<file path="src/sv/tvt_pkg.sv">
`timescale 1ns / 1ps
package tvt_pkg;

    localparam int CORDIC_STAGES_DEF = 16;
    localparam int ISQRT_STEPS       = 16;
    localparam int GUARD_BITS        = 14;
    localparam int CW                = 34;   // CORDIC datapath width
    localparam logic [31:0] PHASE_SCALE = 32'd2734261102;
    localparam logic [29:0] INV_GAIN    = 30'd652032874;
    localparam logic [15:0] RATE_RESET  = 16'sd12288;

    typedef struct packed {
        logic [31:0]        ph;
        logic signed [15:0] y;
        logic signed [15:0] x;
    } tvt_item_t;

    // Arctangent of 2^-i in binary-angle units (2^32 is a full turn).
    function automatic logic [31:0] tvt_atan(input logic [4:0] i);
        logic [31:0] a;
        unique case (i)
            5'd0:  a = 32'h20000000;
            5'd1:  a = 32'h12E4051E;
            5'd2:  a = 32'h09FB385B;
            5'd3:  a = 32'h051111D4;
            5'd4:  a = 32'h028B0D43;
            5'd5:  a = 32'h0145D7E1;
            5'd6:  a = 32'h00A2F61E;
            5'd7:  a = 32'h00517C55;
            5'd8:  a = 32'h0028BE53;
            5'd9:  a = 32'h00145F2F;
            5'd10: a = 32'h000A2F98;
            5'd11: a = 32'h000517CC;
            5'd12: a = 32'h00028BE6;
            5'd13: a = 32'h000145F3;
            5'd14: a = 32'h0000A2FA;
            5'd15: a = 32'h0000517D;
            5'd16: a = 32'h000028BE;
            5'd17: a = 32'h0000145F;
            5'd18: a = 32'h00000A30;
            5'd19: a = 32'h00000518;
            5'd20: a = 32'h0000028C;
            5'd21: a = 32'h00000146;
            5'd22: a = 32'h000000A3;
            5'd23: a = 32'h00000051;
            5'd24: a = 32'h00000029;
            5'd25: a = 32'h00000014;
            5'd26: a = 32'h0000000A;
            5'd27: a = 32'h00000005;
            5'd28: a = 32'h00000003;
            5'd29: a = 32'h00000001;
            5'd30: a = 32'h00000001;
            5'd31: a = 32'h00000000;
            default: a = 32'h00000000;
        endcase
        return a;
    endfunction

endpackage

</file>
<file path="src/sv/tvt_queue.sv">
`timescale 1ns / 1ps
module tvt_queue
    import tvt_pkg::*;
(
    input  logic      aclk,
    input  logic      aresetn,
    input  logic      push_valid,
    output logic      push_ready,
    input  tvt_item_t push_item,
    output logic      pop_valid,
    input  logic      pop_ready,
    output tvt_item_t pop_item
);

    tvt_item_t  mem_reg [0:3];
    logic [1:0] wr_reg, rd_reg;
    logic [2:0] cnt_reg;
    logic       push, pop;

    assign push_ready = cnt_reg != 3'd4;
    assign pop_valid  = cnt_reg != 3'd0;
    assign push       = push_valid && push_ready;
    assign pop        = pop_valid && pop_ready;
    assign pop_item   = mem_reg[rd_reg];

    always_ff @(posedge aclk) begin
        if (!aresetn) begin
            wr_reg  <= '0;
            rd_reg  <= '0;
            cnt_reg <= '0;
        end else begin
            if (push) wr_reg <= wr_reg + 2'd1;
            if (pop)  rd_reg <= rd_reg + 2'd1;
            cnt_reg <= cnt_reg + {2'd0, push} - {2'd0, pop};
        end
    end

    always_ff @(posedge aclk) begin
        if (push) mem_reg[wr_reg] <= push_item;
    end

endmodule

</file>
<file path="config.mk">
export PLATFORM = sky130hd
export DESIGN_NAME = tvt_queue
export DESIGN_NICKNAME = d
export VERILOG_FILES = /design/src/sv/tvt_pkg.sv /design/src/sv/tvt_queue.sv
export SDC_FILE = /design/constraint.sdc
export NUM_CORES = 1
export LEC_CHECK = 0
export BUFFER_PORTS_ARGS = -buffer_cell sky130_fd_sc_hd__buf_2
export CORE_UTILIZATION = 61
export CTS_CLUSTER_DIAMETER = 100
export DETAILED_ROUTE_END_ITERATION = 10
export HOLD_SLACK_MARGIN = 0.1
export PLACE_DENSITY = 0.86
export SYNTH_ARGS = -nofsm -noshare
export SYNTH_HDL_FRONTEND = slang
export SYNTH_SLANG_ARGS = --single-unit
</file>
<file path="constraint.sdc">
create_clock -name aclk -period 5.5 [get_ports aclk]
set_clock_uncertainty 0.2 [all_clocks]
set_input_delay 1.1 -clock aclk [delete_from_list [all_inputs] [get_ports aclk]]
set_output_delay 1.1 -clock aclk [all_outputs]
set_load 0.005 [all_outputs]
</file>
Word-level counts from Yosys, hierarchy flattened
Memory sizes are Yosys's and may differ from the RTL's. A register that Yosys moved wholly into a read port is not among the register bits.
Cells that the tools add are included.
- register bits: 7
- RAM bits: 256
- input port bits: 68
- output and inout port bits: 66
- word-level logic and storage cells: 16
- memories kept: 1
- memories (name ; depth ; bits a word ; rd ports ; clocked after memory_dff ; wr ports ; line ; text):
    mem_reg ; 4 ; 64 ; 1 ; 1 ; 1 ; tvt_queue.sv:15 ; tvt_item_t mem_reg [0:3];
- add/sub/neg operators: 4
- equal/unequal tests: 1
- multiplexer cells: 4
- reduce and logical (&&, ||, !) cells: 3
- operators with widths (operator ; number):
    adder 2 x 1 -> 2 bit, second input constant ; 2
    two-way mux 2 bit ; 2
    adder 3 x 1 -> 3 bit ; 1
    != test 3 bit, second input constant ; 1
    nonzero test 3 bit ; 1
    subtractor 3 x 1 -> 3 bit ; 1
    logical AND 1 bit ; 2
    two-way mux 1 bit ; 2

Longest topological paths before layout
Gate-level depths: netlist (run 1).
- depth after elaboration: 4
- gate-level depth with buffers: 11
- gate-level depth less buffers: 11

Worst setup path after synthesis (run 1)
No wires, ideal clock.
- kind: input to register
- from: input port push_valid
- to: memory mem_reg[0][0] (netlist bit), enable pin
- library setup time: 0.429 ns
- arrival: 2.920 ns
- required time: 4.871 ns
- setup slack: 1.951 ns
- stages: 2
- buffers on the path: 0
- path through: a21boi_2 -> and2_1
- word-level cells in the longest chain between the ends: 3
- RTL lines (element ; line ; text):
    start: declaration ; tvt_queue.sv:7 ; input logic push_valid,
    logical AND 1 bit ; tvt_queue.sv:22 ; assign push = push_valid && push_ready;
    two-way mux 1 bit ; tvt_queue.sv:39 ; if (push) mem_reg[wr_reg] <= push_item;
    two-way mux 1 bit (not written as such) ; tvt_queue.sv:39 ;
    end: declaration ; tvt_queue.sv:15 ;
Every way passes these cells.

==> results of run 1 <==
-- cells by family (layout without fill, tap and decap cells) --
| logic type | count (synthesis) | count (layout) |
|---|---|---|
| AOI/OAI and AO/OA | 3 | 3 |
| xor gates and xnor gates | 4 | 4 |
| adders and majority gates | 7 | 7 |
| buffers and inverters | 20 | 184 |
| DFF | 265 | 265 |
| muxes | 66 | 66 |
| other | 0 | 1 |
| and+or+nand+nor | 17 | 17 |
-- power breakdown --
group	total (uW)	internal, uW	switching, uW
Sequential	2620	2450	168
Clock	1600	923	672
Combinational	929	527	401
Total	5140	3900	1240
-- final cells by class --
| class | instances | share of cell area, % |
|---|---|---|
| Antenna cell | 1 | 0.02208 |
| Clock buffer | 30 | 5.685 |
| Clock inverter | 14 | 0.9935 |
| Inverter | 5 | 0.1656 |
| Multi-Input combinational cell | 97 | 15.32 |
| Sequential cell | 265 | 69.48 |
| Tap cell | 211 | 2.329 |
| Timing Repair Buffer | 135 | 6.005 |
-- critical path, stage by stage (launching register included) --
cell	delay, ns
sky130_fd_sc_hd__dfxtp_4	0.94
sky130_fd_sc_hd__buf_4	0.35
sky130_fd_sc_hd__mux4_1	0.59
sky130_fd_sc_hd__buf_2	0.15
-- stage by stage --
step | hold slack (ns) | utilization [%] | instance area (um^2)
6_report | 0.3112 | 73.47 | 11330
5_1_grt | 0.3498 | 73.46 | 11330
2_1_floorplan | 0.2677 | - | 9783
3_3_place_gp | 0.2748 | 68.55 | 10580
4_1_cts | 0.3154 | 73.46 | 11330
3_5_place_dp | 0.3071 | 68.55 | 10580
-- per-layer routing --
layer / GRT usage, % / part of all wire (%) / vias to the layer above
li1: - / - / 1917
met3: 4.158 / 6.3 / 30
met1: 28.66 / 41 / 2229
met5: 0 / 0 / -
met4: 6.713 / 2.3 / 0
met2: 32.69 / 51 / 145
-- worst max-delay path by stage --
stage,to,cells past startpoint,start
finish,pop_item[63],3,flop
global route,pop_item[63],3,flop
CTS,pop_item[63],3,flop
detailed placement,pop_item[63],3,flop
global placement,pop_item[63],3,flop
floorplan,mem_reg[0][0],2,push_valid
-- layout by cell type, fill, tap and decap left out, types with 3 or more instances in the layout --
cell type                   instances
sky130_fd_sc_hd__xnor2_1            4
sky130_fd_sc_hd__clkinv_1           6
sky130_fd_sc_hd__nor2b_1            3
sky130_fd_sc_hd__nand2_1            5
sky130_fd_sc_hd__clkinv_2           6
sky130_fd_sc_hd__ha_1               6
sky130_fd_sc_hd__clkbuf_1           5
sky130_fd_sc_hd__mux4_2            60
sky130_fd_sc_hd__inv_1              5
sky130_fd_sc_hd__buf_2            133
sky130_fd_sc_hd__and2_4             4
sky130_fd_sc_hd__clkbuf_16         25
sky130_fd_sc_hd__mux4_1             4
sky130_fd_sc_hd__dfxtp_1            7
sky130_fd_sc_hd__edfxtp_1         256
sky130_fd_sc_hd__and2_1             3
==> report_table.html, run 1 <==
<table>
<tr><th>Metric</th><th>Value</th></tr>
<tr><th colspan="2">Outcome</th></tr>
<tr><td>Run status</td><td>completed</td></tr>
<tr><th colspan="2">Power</th></tr>
<tr><td>Worst IR drop on VDD</td><td>428.3 uV</td></tr>
<tr><td>Static leakage</td><td>~0.0038 uW</td></tr>
<tr><td>Total power consumption of the routed design</td><td>5145 uW</td></tr>
<tr><td>Pwr dens</td><td>453.9 nW/um^2</td></tr>
<tr><th colspan="2">Route</th></tr>
<tr><td>Vias</td><td>4321</td></tr>
<tr><td>Wire length per cell after detailed routing</td><td>roughly 21 um</td></tr>
<tr><td>Total length of routed wires</td><td>16180 um</td></tr>
<tr><td>Via density</td><td>about 5.7</td></tr>
<tr><td>Iteration-0 DRC Markers</td><td>about 220</td></tr>
<tr><td>Total DRC errors in the routed layout</td><td>0</td></tr>
<tr><td>Router iterations before antenna repair</td><td>4</td></tr>
<tr><td>Residual antenna-violating net count after detailed routing</td><td>0</td></tr>
<tr><th colspan="2">Critical path</th></tr>
<tr><td>Startpoint of the most critical register-to-register path</td><td>cnt_reg[1]</td></tr>
<tr><td>Critical path endpoint category</td><td>output port</td></tr>
<tr><td>Required arrival time at the worst endpoint</td><td>4.20 ns</td></tr>
<tr><td>Reg-to-reg critical path endpoint</td><td>cnt_reg[2]</td></tr>
<tr><td>Type of origin of the critical path</td><td>flop</td></tr>
<tr><td>WS Path Type</td><td>flop to output port</td></tr>
<tr><td>Number of cell instances on the worst register-to-register path</td><td>11</td></tr>
<tr><td>Largest fanout on the critical path</td><td>between 40 and 50</td></tr>
<tr><td>Internal reg-to-reg setup slack</td><td>2.68 ns</td></tr>
<tr><td>Arrival time worst endpoint</td><td>2.56 ns</td></tr>
<tr><th colspan="2">Timing</th></tr>
<tr><td>Worst setup slack after layout</td><td>1.642 ns</td></tr>
<tr><td>Setup TNS after final layout</td><td>0 ns</td></tr>
<tr><td>Final hold viol count</td><td>0</td></tr>
<tr><td>Total count of max-transition violations in the final report</td><td>0</td></tr>
<tr><td>Period Utilization, post-route</td><td>a little over two thirds</td></tr>
<tr><td>Timing-limited maximum frequency</td><td>259.2 MHz</td></tr>
<tr><td>Setup repair after global routing missed its margin</td><td>no</td></tr>
<tr><td>Final worst path period need</td><td>3.858 ns</td></tr>
<tr><td>Slew at the pin closest to its max-slew limit</td><td>between 0.9 and 1 ns</td></tr>
<tr><td>Slew headroom</td><td>a little over a third</td></tr>
<tr><td>Final Setup Violations</td><td>0</td></tr>
<tr><th colspan="2">GRT</th></tr>
<tr><td>Global route total overflow</td><td>0</td></tr>
<tr><td>Via count of the first global-routing pass</td><td>4465</td></tr>
<tr><td>Number of antenna violations at the first check in global routing</td><td>1</td></tr>
<tr><td>Maximum number of pins on one net before global-route repair</td><td>65</td></tr>
<tr><td>Overall global routing resource usage</td><td>roughly a fifth</td></tr>
<tr><td>First-pass GRT wire length</td><td>24650 um</td></tr>
<tr><th colspan="2">Clock network</th></tr>
<tr><td>CTS root buf</td><td>sky130_fd_sc_hd__clkbuf_16</td></tr>
<tr><td>Clk sinks</td><td>265</td></tr>
<tr><td>H-Tree Level Count</td><td>1</td></tr>
<tr><td># Post-CTS Setup Buffers</td><td>0</td></tr>
<tr><td>Resized cells post-CTS</td><td>0</td></tr>
<tr><td>Clock slew seen by the registers of the worst setup and hold paths</td><td>0.06 ns</td></tr>
<tr><td>Maximum count of clock buffers along a single path</td><td>3</td></tr>
<tr><td>TritonCTS buffer count</td><td>25</td></tr>
<tr><td>Worst-Skew Late Latency</td><td>0.51 ns</td></tr>
<tr><td>CTS tree</td><td>done</td></tr>
<tr><td>Number of buffers inserted for hold repair after clock tree synthesis</td><td>0</td></tr>
<tr><th colspan="2">Synthesis</th></tr>
<tr><td>Post-synth EDFFs</td><td>256</td></tr>
<tr><td>Warnings, synthesis</td><td>0</td></tr>
<tr><td>Post-synthesis async set-or-reset flop share</td><td>0%</td></tr>
<tr><td>Portion of synthesized cell area occupied by the leading cell type</td><td>approximately 80%</td></tr>
<tr><td>Synth Area in Compound Gates</td><td>0.2942%</td></tr>
<tr><td>Area share of xor/xnor cells in the synthesized design</td><td>0.3581%</td></tr>
<tr><td>Per-instance average area after synthesis</td><td>25.61 um^2</td></tr>
<tr><td>Count of state elements after synthesis</td><td>265</td></tr>
<tr><td>Unique masters post-synth</td><td>22</td></tr>
<tr><td>Post-synth design cell area</td><td>between 9000 and 10000 um^2</td></tr>
<tr><td>Largest cells by area after synthesis</td><td>sky130_fd_sc_hd__edfxtp_1 79%, sky130_fd_sc_hd__mux4_2 14%, sky130_fd_sc_hd__dfxtp_1 1.8%</td></tr>
<tr><td>Post-synthesis share of cell area spent on full adders, half adders and majority gates</td><td>0.9720%</td></tr>
<tr><td>Net count after synthesis</td><td>around 460</td></tr>
<tr><td>Ranking of synthesized cells by instance count</td><td>256 x sky130_fd_sc_hd__edfxtp_1, 60 x sky130_fd_sc_hd__mux4_2, 9 x sky130_fd_sc_hd__dfxtp_1</td></tr>
<tr><td>Ys flop type</td><td>sky130_fd_sc_hd__edfxtp_1</td></tr>
<tr><td>Post-synth top area cell</td><td>sky130_fd_sc_hd__edfxtp_1</td></tr>
<tr><td>Simple-gate share of the synthesized area</td><td>0.9336%</td></tr>
<tr><td>Sequential-to-total area share from yosys stat</td><td>between 80% and 90%</td></tr>
<tr><td>Mux cell area share after synthesis</td><td>15.09%</td></tr>
<tr><td>Cell with the most instances after synthesis</td><td>sky130_fd_sc_hd__edfxtp_1</td></tr>
<tr><td>Number of cells produced by synthesis</td><td>around 380</td></tr>
<tr><td>Main combinational cell family by area after synthesis</td><td>multiplexers</td></tr>
<tr><th colspan="2">Floorplanning</th></tr>
<tr><td>Die ar.</td><td>16550 um^2</td></tr>
<tr><td>Number of ports placed on the die boundary</td><td>134</td></tr>
<tr><td>Starting density of the core</td><td>63.41%</td></tr>
<tr><td>Row count</td><td>45</td></tr>
<tr><td>Core area</td><td>approximately 15000 um^2</td></tr>
<tr><td>Overall die height</td><td>128.6 um</td></tr>
<tr><td>Chip width</td><td>128.6 um</td></tr>
<tr><th colspan="2">Run</th></tr>
<tr><td># Max-Cap Violations</td><td>0</td></tr>
<tr><th colspan="2">Hold path</th></tr>
<tr><td>Classification of the worst-slack hold path</td><td>flop to flop</td></tr>
<tr><td>Hold worst-path end</td><td>wr_reg[1]</td></tr>
<tr><td>Hold wc startpoint</td><td>wr_reg[1]</td></tr>
<tr><td>Hold depth</td><td>2</td></tr>
<tr><th colspan="2">Layout</th></tr>
<tr><td>Fill cells</td><td>between 800 and 900</td></tr>
<tr><td>Final non-filler cell total</td><td>758</td></tr>
<tr><td>Total area of multi-input combinational cells</td><td>1737 um^2</td></tr>
<tr><td>Sequential cell area</td><td>7875 um^2</td></tr>
<tr><td>NumNets Final</td><td>604</td></tr>
<tr><td>Area grow syn2layout</td><td>15.86%</td></tr>
<tr><td>Max reg flops</td><td>256</td></tr>
<tr><td>Fraction of final layout cells sized beyond drive strength 1</td><td>43.04%</td></tr>
<tr><th colspan="2">Placement</th></tr>
<tr><td>Routability congestion estimate</td><td>0.7291</td></tr>
<tr><td>Total placed cells including tap cells</td><td>713</td></tr>
<tr><td>Pre-CTS setup slack</td><td>2.087 ns</td></tr>
<tr><td>HPWL after detailed placement</td><td>around 9000 um</td></tr>
<tr><td>Number of buffer cells added on primary ports</td><td>133</td></tr>
</table>
Note: power is estimated with default switching activity, not from simulation.
==> run 2: changes to the inputs <==
--- a/config.mk
+++ b/config.mk
@@ -5,12 +5,13 @@
 export SDC_FILE = /design/constraint.sdc
 export NUM_CORES = 1
 export LEC_CHECK = 0
+export ABC_AREA = 1
 export BUFFER_PORTS_ARGS = -buffer_cell sky130_fd_sc_hd__buf_2
-export CORE_UTILIZATION = 61
+export CORE_UTILIZATION = 51
 export CTS_CLUSTER_DIAMETER = 100
 export DETAILED_ROUTE_END_ITERATION = 10
 export HOLD_SLACK_MARGIN = 0.1
-export PLACE_DENSITY = 0.86
+export PLACE_DENSITY = 0.77
 export SYNTH_ARGS = -nofsm -noshare
 export SYNTH_HDL_FRONTEND = slang
 export SYNTH_SLANG_ARGS = --single-unit
==> constraint.sdc (replaced) <==
create_clock -name aclk -period 3.3 [get_ports aclk]
set_clock_uncertainty 0.2 [all_clocks]
set_input_delay 0.66 -clock aclk [delete_from_list [all_inputs] [get_ports aclk]]
set_output_delay 0.66 -clock aclk [all_outputs]
set_load 0.005 [all_outputs]
==> run 2 against run 1 <==
Against the previous run:
- critical path depth rose by 2
- clock power increased by 72%
- utilization decreased by 11 points
- sequential power grew 60%
- sequential cell count is the same
- sequential share of layout area decreased by 2.6 points
- total power is 72% higher
- die area increased by 22%
- synthesized cell count up 79%
- worst setup slack lost 1.3 ns
- global-route usage is 0.86 points lower
- critical endpoint is now pop_item[14]
- largest power group unchanged
==> report_table.html, run 2 <==
<table>
<tr><th>Metric</th><th>Value</th></tr>
<tr><th colspan="2">Outcome</th></tr>
<tr><td>Run status</td><td>completed (unchanged)</td></tr>
<tr><th colspan="2">Hold path</th></tr>
<tr><td>Hold wc startpoint</td><td>push_item[18] (was wr_reg[1])</td></tr>
<tr><td>Hold depth</td><td>1 (was 2)</td></tr>
<tr><td>Classification of the worst-slack hold path</td><td>input port to flop (was flop to flop)</td></tr>
<tr><td>Hold worst-path end</td><td>mem_reg[2][18] (was wr_reg[1])</td></tr>
<tr><th colspan="2">Critical path</th></tr>
<tr><td>Required arrival time at the worst endpoint</td><td>2.44 ns (was 4.20 ns)</td></tr>
<tr><td>Largest fanout on the critical path</td><td>29 (was 46)</td></tr>
<tr><td>Number of cell instances on the worst register-to-register path</td><td>10 (was 11)</td></tr>
<tr><td>Arrival time worst endpoint</td><td>2.08 ns (was 2.56 ns)</td></tr>
<tr><td>Cell type of the slowest stage on the worst timing path</td><td>sky130_fd_sc_hd__buf_4 (was sky130_fd_sc_hd__dfxtp_4)</td></tr>
<tr><td>Max stage delay on crit path</td><td>0.41 ns (was 0.94 ns)</td></tr>
<tr><td>Critical path's top delay family</td><td>buffers and inverters (was flip-flops)</td></tr>
<tr><td>Critical path endpoint category</td><td>output port (unchanged)</td></tr>
<tr><td>Critical path buffers and inverters</td><td>3 (was 2)</td></tr>
<tr><td>Startpoint of the most critical register-to-register path</td><td>cnt_reg[1] (unchanged)</td></tr>
<tr><td>WS Path Type</td><td>flop to output port (unchanged)</td></tr>
<tr><td>Reg-to-reg critical path endpoint</td><td>cnt_reg[2] (unchanged)</td></tr>
<tr><td>Type of origin of the critical path</td><td>flop (unchanged)</td></tr>
<tr><td>Internal reg-to-reg setup slack</td><td>0.73 ns (was 2.68 ns)</td></tr>
<tr><td>Crit path cell chain</td><td>inv_2 -&gt; buf_4 -&gt; o21ai_1 -&gt; o22ai_1 -&gt; buf_2 (was buf_4 -&gt; mux4_1 -&gt; buf_2)</td></tr>
<tr><th colspan="2">Clock network</th></tr>
<tr><td>CTS root buf</td><td>sky130_fd_sc_hd__clkbuf_16 (unchanged)</td></tr>
<tr><td>Worst-Skew Late Latency</td><td>0.51 ns (about the same)</td></tr>
<tr><td>Clk sinks</td><td>265 (unchanged)</td></tr>
<tr><td>CTS tree</td><td>done (unchanged)</td></tr>
<tr><td>TritonCTS buffer count</td><td>26 (was 25)</td></tr>
<tr><td>Resized cells post-CTS</td><td>0 (unchanged)</td></tr>
<tr><td>Clock slew seen by the registers of the worst setup and hold paths</td><td>0.06 ns (about the same)</td></tr>
<tr><td># Post-CTS Setup Buffers</td><td>0 (unchanged)</td></tr>
<tr><td>H-Tree Level Count</td><td>1 (unchanged)</td></tr>
<tr><td>Number of buffers inserted for hold repair after clock tree synthesis</td><td>0 (unchanged)</td></tr>
<tr><td>Maximum count of clock buffers along a single path</td><td>3 (unchanged)</td></tr>
<tr><th colspan="2">Layout</th></tr>
<tr><td>Final non-filler cell total</td><td>1097 (was 758)</td></tr>
<tr><td>Max reg flops</td><td>256 (unchanged)</td></tr>
<tr><td>Final standard cell utilization of the core</td><td>62.11% (was 73.47%)</td></tr>
<tr><td>Most common cell after layout, fill and taps aside</td><td>sky130_fd_sc_hd__edfxtp_1 (unchanged)</td></tr>
<tr><td>Leading cell types in the layout, fill and taps excluded</td><td>256 x sky130_fd_sc_hd__edfxtp_1, 136 x sky130_fd_sc_hd__nor2_1, 133 x sky130_fd_sc_hd__buf_2 (was 256 x sky130_fd_sc_hd__edfxtp_1, 133 x sky130_fd_sc_hd__buf_2, 60 x sky130_fd_sc_hd__mux4_2)</td></tr>
<tr><td>Fraction of final layout cells sized beyond drive strength 1</td><td>22.54% (was 43.04%)</td></tr>
<tr><td>NumNets Final</td><td>894 (was 604)</td></tr>
<tr><td>Area grow syn2layout</td><td>18.07% (was 15.86%)</td></tr>
<tr><th colspan="2">Timing</th></tr>
<tr><td>Setup repair after global routing missed its margin</td><td>no (unchanged)</td></tr>
<tr><td>Period Utilization, post-route</td><td>89.10%</td></tr>
<tr><td>Timing-limited maximum frequency</td><td>340.1 MHz</td></tr>
<tr><td>Slew at the pin closest to its max-slew limit</td><td>0.7275 ns (was 0.9699 ns)</td></tr>
<tr><td>Slew headroom</td><td>51.39% (was 35.34%)</td></tr>
<tr><td>Total count of max-transition violations in the final report</td><td>0 (unchanged)</td></tr>
<tr><td>Final worst path period need</td><td>just under 3 ns</td></tr>
<tr><td>Final Setup Violations</td><td>0 (unchanged)</td></tr>
<tr><td>Final hold viol count</td><td>0 (unchanged)</td></tr>
<tr><th colspan="2">Synthesis</th></tr>
<tr><td>Count of state elements after synthesis</td><td>265 (unchanged)</td></tr>
<tr><td>Post-synth EDFFs</td><td>256 (unchanged)</td></tr>
<tr><td>Net count after synthesis</td><td>759 (was 457)</td></tr>
<tr><td>Number of cells produced by synthesis</td><td>684 (was 382)</td></tr>
<tr><td>Warnings, synthesis</td><td>0 (unchanged)</td></tr>
<tr><td>Portion of synthesized cell area occupied by the leading cell type</td><td>77.09% (was 78.58%)</td></tr>
<tr><td>Post-synth top area cell</td><td>sky130_fd_sc_hd__edfxtp_1 (unchanged)</td></tr>
<tr><td>Largest cells by area after synthesis</td><td>sky130_fd_sc_hd__edfxtp_1 77%, sky130_fd_sc_hd__nor2_1 5.3%, sky130_fd_sc_hd__o22ai_1 4.0% (was sky130_fd_sc_hd__edfxtp_1 79%, sky130_fd_sc_hd__mux4_2 14%, sky130_fd_sc_hd__dfxtp_1 1.8%)</td></tr>
<tr><td>Post-synthesis async set-or-reset flop share</td><td>0% (unchanged)</td></tr>
<tr><td>Post-synth design cell area</td><td>9972 um^2 (was 9783 um^2)</td></tr>
<tr><td>Per-instance average area after synthesis</td><td>14.58 um^2 (was 25.61 um^2)</td></tr>
<tr><td>Unique masters post-synth</td><td>20 (was 22)</td></tr>
<tr><td>Ranking of synthesized cells by instance count</td><td>256 x sky130_fd_sc_hd__edfxtp_1, 140 x sky130_fd_sc_hd__nor2_1, 73 x sky130_fd_sc_hd__o21ai_0 (was 256 x sky130_fd_sc_hd__edfxtp_1, 60 x sky130_fd_sc_hd__mux4_2, 9 x sky130_fd_sc_hd__dfxtp_1)</td></tr>
<tr><td>Cell with the most instances after synthesis</td><td>sky130_fd_sc_hd__edfxtp_1 (unchanged)</td></tr>
<tr><td>Sequential-to-total area share from yosys stat</td><td>78.90% (was 80.42%)</td></tr>
<tr><td>Ys flop type</td><td>sky130_fd_sc_hd__edfxtp_1 (unchanged)</td></tr>
<tr><th colspan="2">Power</th></tr>
<tr><td>Clock share of power</td><td>31.1% (was 31.0%)</td></tr>
<tr><td>Worst IR drop on VDD</td><td>465.7 uV (was 428.3 uV)</td></tr>
<tr><td>Int Power</td><td>6433 uW (was 3903 uW)</td></tr>
<tr><td>Logic gate share of total power</td><td>21.6% (was 18.1%)</td></tr>
<tr><td>Static leakage</td><td>0.004136 uW (was 0.003819 uW)</td></tr>
<tr><td>Power share of the sequential group</td><td>47.3% (was 50.9%)</td></tr>
<tr><td>Pwr dens</td><td>752.9 nW/um^2 (was 453.9 nW/um^2)</td></tr>
<tr><td>Switch share</td><td>27.43% (was 24.14%)</td></tr>
<tr><td>Net Switching</td><td>2432 uW (was 1242 uW)</td></tr>
<tr><th colspan="2">GRT</th></tr>
<tr><td>Maximum number of pins on one net before global-route repair</td><td>129 (was 65)</td></tr>
<tr><td>Via count of the first global-routing pass</td><td>5809 (was 4465)</td></tr>
<tr><td>First-pass GRT wire length</td><td>30350 um (was 24650 um)</td></tr>
<tr><td>Global route total overflow</td><td>0 (unchanged)</td></tr>
<tr><td>Overall global routing resource usage</td><td>19.49% (was 20.35%)</td></tr>
<tr><td>Number of antenna violations at the first check in global routing</td><td>5 (was 1)</td></tr>
<tr><th colspan="2">Route</th></tr>
<tr><td>Residual antenna-violating net count after detailed routing</td><td>0 (unchanged)</td></tr>
<tr><td>Total DRC errors in the routed layout</td><td>0 (unchanged)</td></tr>
<tr><td>Total length of routed wires</td><td>19340 um (was 16180 um)</td></tr>
<tr><td>Via density</td><td>5.368 (was 5.701)</td></tr>
<tr><td>Iteration-0 DRC Markers</td><td>383 (was 219)</td></tr>
<tr><td>Wire length per cell after detailed routing</td><td>17.63 um (was 21.34 um)</td></tr>
<tr><td>Vias</td><td>5889 (was 4321)</td></tr>
<tr><td>Router iterations before antenna repair</td><td>4 (unchanged)</td></tr>
<tr><th colspan="2">Floorplanning</th></tr>
<tr><td>Core area</td><td>18960 um^2 (was 15430 um^2)</td></tr>
<tr><td>Row count</td><td>50 (was 45)</td></tr>
<tr><td>Overall die height</td><td>141.8 um (was 128.6 um)</td></tr>
<tr><td>Chip width</td><td>141.8 um (was 128.6 um)</td></tr>
<tr><td>Die ar.</td><td>20120 um^2 (was 16550 um^2)</td></tr>
<tr><td>Starting density of the core</td><td>52.61% (was 63.41%)</td></tr>
<tr><td>Number of ports placed on the die boundary</td><td>134 (unchanged)</td></tr>
<tr><th colspan="2">Placement</th></tr>
<tr><td>Routability congestion estimate</td><td>0.7464 (was 0.7291)</td></tr>
<tr><td>Number of buffer cells added on primary ports</td><td>133 (unchanged)</td></tr>
<tr><td>HPWL after detailed placement</td><td>11080 um (was 9013 um)</td></tr>
<tr><td>Total placed cells including tap cells</td><td>1051 (was 713)</td></tr>
<tr><th colspan="2">Run</th></tr>
<tr><td># Max-Cap Violations</td><td>0 (unchanged)</td></tr>
</table>
[run 2: power groups by stage]
stage	clock network [uW]	registers, uW	logic [uW]
after detailed placement	0	4260	1940
after global placement	0	4250	1890
after CTS	2800	4190	1950
after floorplan	0	4270	1160
final	2760	4190	1920
after global routing	2910	4220	2150
[run 2: routing by layer]
metal  track usage, %  wire length [um]  vias up
met5                0                37        -
met4            5.207               456        6
met3            4.117              1225       39
met2            33.45              9558      162
met1            25.27              8066     2849
li1                 -                 -     2833
[run 2: layout make-up]
type | count | area [um^2]
clock inverter | 9 | 92.59
clock buffer | 34 | 701.9
tap | 260 | 325.3
timing repair buffer | 148 | 915.9
multi-input combinational | 362 | 1795
sequential | 265 | 7873
inverter | 16 | 62.56
fill | 1415 | 7182
antenna | 3 | 7.507
[run 2: how the worst max path moves through the flow]
stage               start       endpoint  slack, ns  cells past startpoint
2_1_floorplan  push_valid  mem_reg[0][0]      -0.84                      2
6_report             flop   pop_item[14]       0.36                      5
3_5_place_dp   push_valid     cnt_reg[2]       0.72                      9
3_3_place_gp   push_valid     cnt_reg[2]       0.77                      9
4_1_cts              flop   pop_item[14]       0.35                      5
5_1_grt              flop   pop_item[14]       0.19                      4
[run 2: worst reg2reg max path: cells and delay by family (launching register included)]
| kind | cells | cell delay [ns] |
|---|---|---|
| adders and majority gates | 3 | 0.82 |
| and+or+nand+nor | 4 | 0.82 |
| DFF | 1 | 0.35 |
| buffers and inverters | 2 | 0.11 |
| AOI/OAI and AO/OA | 1 | 0.16 |
[run 2: cell families (layout without fill, tap and decap cells)]
| kind of cell | Yosys count | count (layout) | synth area share (%) |
|---|---|---|---|
| other cells | 0 | 3 | 0 |
| flops | 265 | 265 | 78.90 |
| compound gates | 199 | 199 | 10.84 |
| fa+ha+maj | 7 | 7 | 0.9536 |
| buf+inv | 57 | 207 | 3.400 |
| simple gates | 156 | 156 | 5.910 |
[run 2: per-stage QoR]
stage	setup TNS [ns]	hold WS [ns]	cell area (um^2)	setup slack [ns]	power, uW
floorplan	-215.67	0.2481	9972	-0.8425	5432
global placement	0	0.2640	10970	0.7654	6139
detailed placement	0	0.2778	10970	0.7245	6198
CTS	0	0.1381	11770	0.3498	8938
global route	0	0.1520	11770	0.1908	9280
finish	0	0.1569	11770	0.3596	8865
